`config.mk`:
```
export PLATFORM = sky130hd
export DESIGN_NAME = owned_id_pool_allocator_unit
export DESIGN_NICKNAME = d
export VERILOG_FILES = /design/src/hw/rtl/oipa_pkg.sv /design/src/hw/rtl/owned_id_pool_allocator_unit.sv /design/src/hw/rtl/oipa_slot_file.sv
export SDC_FILE = /design/constraint.sdc
export NUM_CORES = 1
export LEC_CHECK = 0
export ABC_CLOCK_PERIOD_IN_PS = 4700
export BUFFER_PORTS_ARGS = -buffer_cell sky130_fd_sc_hd__buf_2
export CAP_MARGIN = 20
export CORE_MARGIN = 4
export CORE_UTILIZATION = 50
export CTS_CLUSTER_DIAMETER = 100
export DETAILED_ROUTE_END_ITERATION = 8
export PLACE_DENSITY_LB_ADDON = 0.3
export SYNTH_ARGS = -nofsm -noshare
export SYNTH_HDL_FRONTEND = slang
export SYNTH_SLANG_ARGS = --single-unit
```
`constraint.sdc`:
```
create_clock -name i_clk -period 4.7 [get_ports i_clk]
set_input_delay 0.47 -clock i_clk [delete_from_list [all_inputs] [get_ports i_clk]]
set_output_delay 0.47 -clock i_clk [all_outputs]
set_load 0.1 [all_outputs]
```
`src/hw/rtl/oipa_pkg.sv`:
```
// shared types and constants for the owned id pool allocator
package oipa_pkg;

    // default pool size and fixed field widths
    localparam int NUM_SLOTS_DEF = 32;
    localparam int SLOT_IDX_W    = 5;
    localparam int GRANT_W       = 5;
    localparam int CTX_W         = 32;
    localparam int OWNER_W       = 20;

    // request kinds
    typedef enum logic [1:0] {
        KIND_GRAB          = 2'd0,
        KIND_RELEASE       = 2'd1,
        KIND_RELEASE_OWNER = 2'd2,
        KIND_INVALID       = 2'd3
    } t_kind;

    // result status codes
    typedef enum logic [1:0] {
        ST_OK      = 2'd0,
        ST_FULL    = 2'd1,
        ST_INVALID = 2'd2
    } t_status;

    // request word
    typedef struct packed {
        t_kind                 kind;
        logic [SLOT_IDX_W-1:0] slot_index;
        logic [CTX_W-1:0]      context_tag;
        logic [OWNER_W-1:0]    owner_tag;
    } t_req;

    // result word
    typedef struct packed {
        logic [GRANT_W-1:0] granted_slot;
        t_status            status;
    } t_rsp;

    // command from the request stage to the slot file
    typedef struct packed {
        logic                  grab;
        logic                  rel;
        logic                  rel_own;
        logic [SLOT_IDX_W-1:0] idx;
        logic [CTX_W-1:0]      ctx;
        logic [OWNER_W-1:0]    owner;
    } t_slot_cmd;

endpackage

```
`src/hw/rtl/owned_id_pool_allocator_unit.sv`:
```
// top level of the owned id pool allocator
// an accepted word passes the input register and then the result register
// throughput: one request word per cycle while busy is low, set by the
//   combinational free search and parallel owner compare on all slot lanes
// reset: synchronous, clears every busy bit; busy is high for the first cycle
//   after reset and low from then on; the receiver cannot stall
module owned_id_pool_allocator_unit #(
    parameter int NUM_SLOTS = oipa_pkg::NUM_SLOTS_DEF
) (
    input  logic           i_clk,
    input  logic           i_rst_n,
    input  logic           start,
    output logic           busy,
    input  oipa_pkg::t_req i_req,
    output logic           o_valid,
    output oipa_pkg::t_rsp o_rsp
);
    import oipa_pkg::*;

    logic      r_ready;
    logic      r_req_vld;
    t_req      r_req;
    logic      r_rsp_vld;
    t_rsp      r_rsp;
    t_rsp      n_rsp;
    t_slot_cmd w_cmd;
    logic      w_accept;
    logic      w_free_found;
    logic [GRANT_W-1:0] w_free_slot;

    assign busy     = !r_ready;
    assign w_accept = start && !busy;

    // ready comes up in the cycle after reset is released
    always_ff @(posedge i_clk) begin
        if (!i_rst_n) begin
            r_ready <= 1'b0;
        end else begin
            r_ready <= 1'b1;
        end
    end

    // input register
    always_ff @(posedge i_clk) begin
        if (!i_rst_n) begin
            r_req_vld <= 1'b0;
        end else begin
            r_req_vld <= w_accept;
        end
    end

    always_ff @(posedge i_clk) begin
        if (w_accept) begin
            r_req <= i_req;
        end
    end

    // decode the held word into a slot command
    always_comb begin
        w_cmd         = '0;
        w_cmd.idx     = r_req.slot_index;
        w_cmd.ctx     = r_req.context_tag;
        w_cmd.owner   = r_req.owner_tag;
        w_cmd.grab    = r_req_vld && (r_req.kind == KIND_GRAB);
        w_cmd.rel     = r_req_vld && (r_req.kind == KIND_RELEASE);
        w_cmd.rel_own = r_req_vld && (r_req.kind == KIND_RELEASE_OWNER);
    end

    oipa_slot_file #(
        .NUM_SLOTS (NUM_SLOTS)
    ) u_slot_file (
        .i_clk        (i_clk),
        .i_rst_n      (i_rst_n),
        .i_cmd        (w_cmd),
        .o_free_found (w_free_found),
        .o_free_slot  (w_free_slot)
    );

    // result word
    always_comb begin
        n_rsp.granted_slot = '0;
        n_rsp.status       = ST_OK;
        unique case (r_req.kind)
            KIND_GRAB: begin
                if (w_free_found) begin
                    n_rsp.granted_slot = w_free_slot;
                end else begin
                    n_rsp.status = ST_FULL;
                end
            end
            KIND_RELEASE, KIND_RELEASE_OWNER: begin
                n_rsp.status = ST_OK;
            end
            default: begin
                n_rsp.status = ST_INVALID;
            end
        endcase
    end

    // result register
    always_ff @(posedge i_clk) begin
        if (!i_rst_n) begin
            r_rsp_vld <= 1'b0;
        end else begin
            r_rsp_vld <= r_req_vld;
        end
    end

    always_ff @(posedge i_clk) begin
        if (r_req_vld) begin
            r_rsp <= n_rsp;
        end
    end

    assign o_valid = r_rsp_vld;
    assign o_rsp   = r_rsp;

    // every held request produces a result strobe in the next cycle
    a_req_to_rsp: assert property (@(posedge i_clk) disable iff (!i_rst_n)
        r_req_vld |=> o_valid)
        else $error("held request did not produce a result");

    // a slot number is only reported on a successful grab
    a_grant_zero: assert property (@(posedge i_clk) disable iff (!i_rst_n)
        (o_valid && (o_rsp.status != ST_OK)) |-> (o_rsp.granted_slot == '0))
        else $error("nonzero slot on a failed or invalid request");

    // full status only when the search found nothing
    a_full_real: assert property (@(posedge i_clk) disable iff (!i_rst_n)
        (o_valid && (o_rsp.status == ST_FULL)) |-> $past(!w_free_found))
        else $error("full status while a slot was free");

    // busy is raised right after reset
    a_busy_after_rst: assert property (@(posedge i_clk)
        !i_rst_n |=> busy)
        else $error("busy low right after reset");

endmodule

```
`src/hw/rtl/oipa_slot_file.sv`:
```
// slot state: busy bits, owner lanes, context store and first-free search
module oipa_slot_file #(
    parameter int NUM_SLOTS = oipa_pkg::NUM_SLOTS_DEF
) (
    input  logic                         i_clk,
    input  logic                         i_rst_n,
    input  oipa_pkg::t_slot_cmd          i_cmd,
    output logic                         o_free_found,
    output logic [oipa_pkg::GRANT_W-1:0] o_free_slot
);
    import oipa_pkg::*;

    localparam int SLOT_W = (NUM_SLOTS > 1) ? $clog2(NUM_SLOTS) : 1;

    logic [NUM_SLOTS-1:0] r_busy;
    logic [NUM_SLOTS-1:0] n_busy;
    logic [OWNER_W-1:0]   r_owner   [NUM_SLOTS];
    logic [CTX_W-1:0]     r_ctx_mem [NUM_SLOTS];

    logic              w_found;
    logic [SLOT_W-1:0] w_free;
    logic              w_rel_hit;
    logic [SLOT_W-1:0] w_rel_slot;

    // lowest-numbered free slot
    always_comb begin
        w_found = 1'b0;
        w_free  = '0;
        for (int s = NUM_SLOTS - 1; s >= 0; s--) begin
            if (!r_busy[s]) begin
                w_found = 1'b1;
                w_free  = SLOT_W'(s);
            end
        end
    end

    // single release only applies to slots inside the pool
    assign w_rel_hit  = i_cmd.rel &&
                        ({{(32 - SLOT_IDX_W){1'b0}}, i_cmd.idx} < 32'(NUM_SLOTS));
    assign w_rel_slot = SLOT_W'(i_cmd.idx);

    // per-slot busy update; a slot that is not busy reads as cleared
    always_comb begin
        for (int s = 0; s < NUM_SLOTS; s++) begin
            n_busy[s] = r_busy[s];
            if (i_cmd.grab && w_found && (w_free == SLOT_W'(s))) begin
                n_busy[s] = 1'b1;
            end
            if (w_rel_hit && (w_rel_slot == SLOT_W'(s))) begin
                n_busy[s] = 1'b0;
            end
            if (i_cmd.rel_own && r_busy[s] && (r_owner[s] == i_cmd.owner)) begin
                n_busy[s] = 1'b0;
            end
        end
    end

    // busy bits
    always_ff @(posedge i_clk) begin
        if (!i_rst_n) begin
            r_busy <= '0;
        end else begin
            r_busy <= n_busy;
        end
    end

    // owner and context recorded on grab
    always_ff @(posedge i_clk) begin
        if (i_cmd.grab && w_found) begin
            r_owner[w_free]   <= i_cmd.owner;
            r_ctx_mem[w_free] <= i_cmd.ctx;
        end
    end

    assign o_free_found = w_found;
    assign o_free_slot  = GRANT_W'(w_free);

endmodule
```
==> metrics.yaml <==
p_switching_mw: 2.68
placementRows: 89
r2r_end: "u_slot_file.r_owner[1][13]$_DFFE_PP_"
core_area_um2: 59400
finalInstanceArea_um2: 34400
clkTransAtPathRegs_ns: 0.06
outcome: "finished, final reports clean"
pwr_density_cell_nw_per_um2: 375
syn-num-nets: 1992
port_buffers: 38
end_kind: "flip-flop"
startpoint_type: "flip-flop"
fin_crit_sh_pct: 72.6
rrSetupSlack_ns: 1.29
synth-seq-area-share_pct: 69.6
r2r_cells: 8
gr-total-overflow: 0
antenna_cells: 0
cts-root-buf: "clkbuf_16"
switching_share_pct: 20.8
peakVddDrop_v: 0.000306
tightest_slew_ns: 1.08
synthAdderAreaFrac_pct: 0
nFillCells: 4458
synthMuxAreaShare_pct: 0
cts-htree-levels: 3
max_clock_freq_mhz: 293
synth_xor_area_share_pct: 18.6
layout_min_cycle_time_ns: 3.41
crit_type: "flip-flop to flip-flop"
area_growth_syn_to_layout_pct: 14.1
rsz0062_at_grt: "false"
dp_slack_ns: 1.33
synth_common_cells: "674 x edfxtp_1, 512 x xnor2_1, 147 x nand4_1"
die_y_um: 253
die-area_um2: 64200
firstDrtPassIters: 5
cp_max_fo: 20
via_count: 16300
synth_edf_count: 674
synth_simple_gate_area_share_pct: 7.19
dp_hpwl_um: 41200
power_frac_seq_pct: 53.9
wl_um: 66900
yosysWarnings: 0
async_reset_ff_share_pct: 0
cts_hold_repair.buffers: 14
cts_made_buffers: 72
yosysTopAreaCell: "edfxtp_1"
p_comb_share_pct: 3.9
cp-endpoint: "u_slot_file.r_owner[1][13]$_DFFE_PP_"
p_leak_nw: 10.5
die_w_um: 253
netlist_area_um2: 30100
io_pins: 71
grt_max_degree: 65
syn_inst: 1930
setup_violations: 0
min_from: "i_req[57]"
final_nets: 2138
clockBufferDepth: 3
synth_top_family_by_area: "XOR/XNOR gates"
synth_top_cell_area_share_pct: 67.2
yosys.cell_types.count: 63
power_mw: 12.9
critPathRequiredTime_ns: 5.00
finalWorstSetupSlack_ns: 1.29
synth_area_leaders: "edfxtp_1 67%, xnor2_1 15%, xor2_1 3.7%"
r2r_start: "u_slot_file.r_busy[26]$_SDFFE_PP0P_"
ys.flop_type: "edfxtp_1"
grt_pass1_vias: 16500
synth-compound-area-share_pct: 3.02
drtAntennaViolNets: 0
drcViolationCount: 0
clock_skew_ns: 0.0272
min_path_type: "primary input to flip-flop"
routedWlPerCell_um: 23.0
clk_latency_ns: 0.62
final_hold_viol_count: 0
slew_headroom_pct: 27.8
arrival_ns: 3.71
drtIter0Drc: 1348
fin_setup_tns_ns: 0
synth_seq_cells: 709
pwr-share-clk_pct: 42.1
drv_slew: 0
grt_pass1_wl_um: 102000
cts_resized: 0
cts_tree: "built"
clkSinkCount: 709
gp_congestion: 0.914
grt_usage_pct: 21.1
post_drt_via_cell_ratio: 5.62
antenna_found_initial: 1
cap_violations: 0
drive_gt1_share_pct: 13.6
start_util_pct: 50.7
synth.most_common_cell: "edfxtp_1"
p_int_mw: 10.2
startpoint: "u_slot_file.r_busy[26]$_SDFFE_PP0P_"
postCtsSetupBuffers: 0
place_area_um2: 32000
syn_area_per_cell_um2: 15.6
-- power by group through the flow --
stage / sequential [mW] / combinational (mW) / clock (mW)
after floorplan: 7.08 / 0.300 / 0
after detailed placement: 7.08 / 0.501 / 0
final: 6.94 / 0.508 / 5.43
after global placement: 7.08 / 0.484 / 0
after CTS: 6.94 / 0.514 / 5.53
after global routing: 6.94 / 0.549 / 5.81
-- metrics by stage --
stage          utilization, %  hold WS [ns]  instances
2_1_floorplan               -         0.460       1930
5_1_grt                  57.9        0.0165       2903
6_report                 57.9        0.0322       2903
3_3_place_gp             53.8         0.482       2760
4_1_cts                  57.9       0.00114       2903
3_5_place_dp             53.9         0.487       2761
-- cells in the final DEF, fill, tap and decap left out, types with 21 or more instances in the layout --
| master | synthesis | routed |
|---|---|---|
| xor2_1 | 128 | 128 |
| o21ai_0 | 27 | 27 |
| nor4_1 | 64 | 63 |
| dfxtp_1 | 35 | 35 |
| and3_1 | 21 | 21 |
| xnor2_1 | 512 | 512 |
| edfxtp_1 | 674 | 674 |
| buf_4 | 0 | 95 |
| clkbuf_16 | 0 | 74 |
| a21oi_1 | 32 | 31 |
| buf_2 | 81 | 38 |
| nand4_1 | 147 | 147 |
| clkbuf_1 | 9 | 22 |
| nand2_1 | 26 | 26 |
-- worst max-delay path, cell delays in order (launching register included) --
cell      delay (ns)
dfxtp_1         0.42
nand2_1         0.08
a311oi_1        0.29
o31ai_1         0.24
a21oi_4         0.82
nand4_1         0.47
buf_4           0.31
nor2_1          0.14
buf_4           0.30
-- area by class of cell --
class / instances / area [um^2] / area share [%]
repair buffers: 164 / 1390 / 4.05
multi-input cells: 1120 / 8780 / 25.6
clock inverters: 24 / 190 / 0.554
inverters: 9 / 33.8 / 0.0983
flip-flops and latches: 709 / 20900 / 61.0
well taps: 773 / 967 / 2.82
clock buffers: 104 / 2040 / 5.95
-- metal layers --
layer | part of all wire, % | routed length, um | track usage (%) | vias up
li1 | - | - | - | 7447
met5 | 0.010 | 7 | 0 | -
met4 | 2.3 | 1540 | 6.37 | 2
met1 | 45 | 29900 | 30.3 | 8290
met3 | 5.3 | 3550 | 2.90 | 102
met2 | 48 | 31900 | 33.9 | 486
-- registers in the layout, summed over array words and instances, names as in the netlist --
name / count
r_ready: 1
r_req_vld: 1
r_req: 27
o_valid: 1
u_slot_file.r_owner: 640
u_slot_file.r_busy: 32
o_rsp: 7
-- logic make-up (layout without fill, tap and decap cells) --
group	Yosys count	count (layout)
AND/OR/NAND/NOR	348	348
buffers and inverters	101	301
XOR/XNOR	640	640
AO/OA/AOI/OAI	132	132
flip-flops	709	709
-- how the worst min path moves through the flow --
stage	slack (ns)	to	cells past startpoint
floorplan	0.46	u_slot_file.r_busy[29]$_SDFFE_PP0P_	2
global placement	0.48	r_req_vld$_SDFF_PN0_	1
detailed placement	0.49	r_req_vld$_SDFF_PN0_	1
CTS	0.001	r_req[57]$_DFFE_PP_	1
global route	0.02	r_req[53]$_DFFE_PP_	1
finish	0.03	r_req[57]$_DFFE_PP_	1
Note: power is estimated with default switching activity, not from simulation.
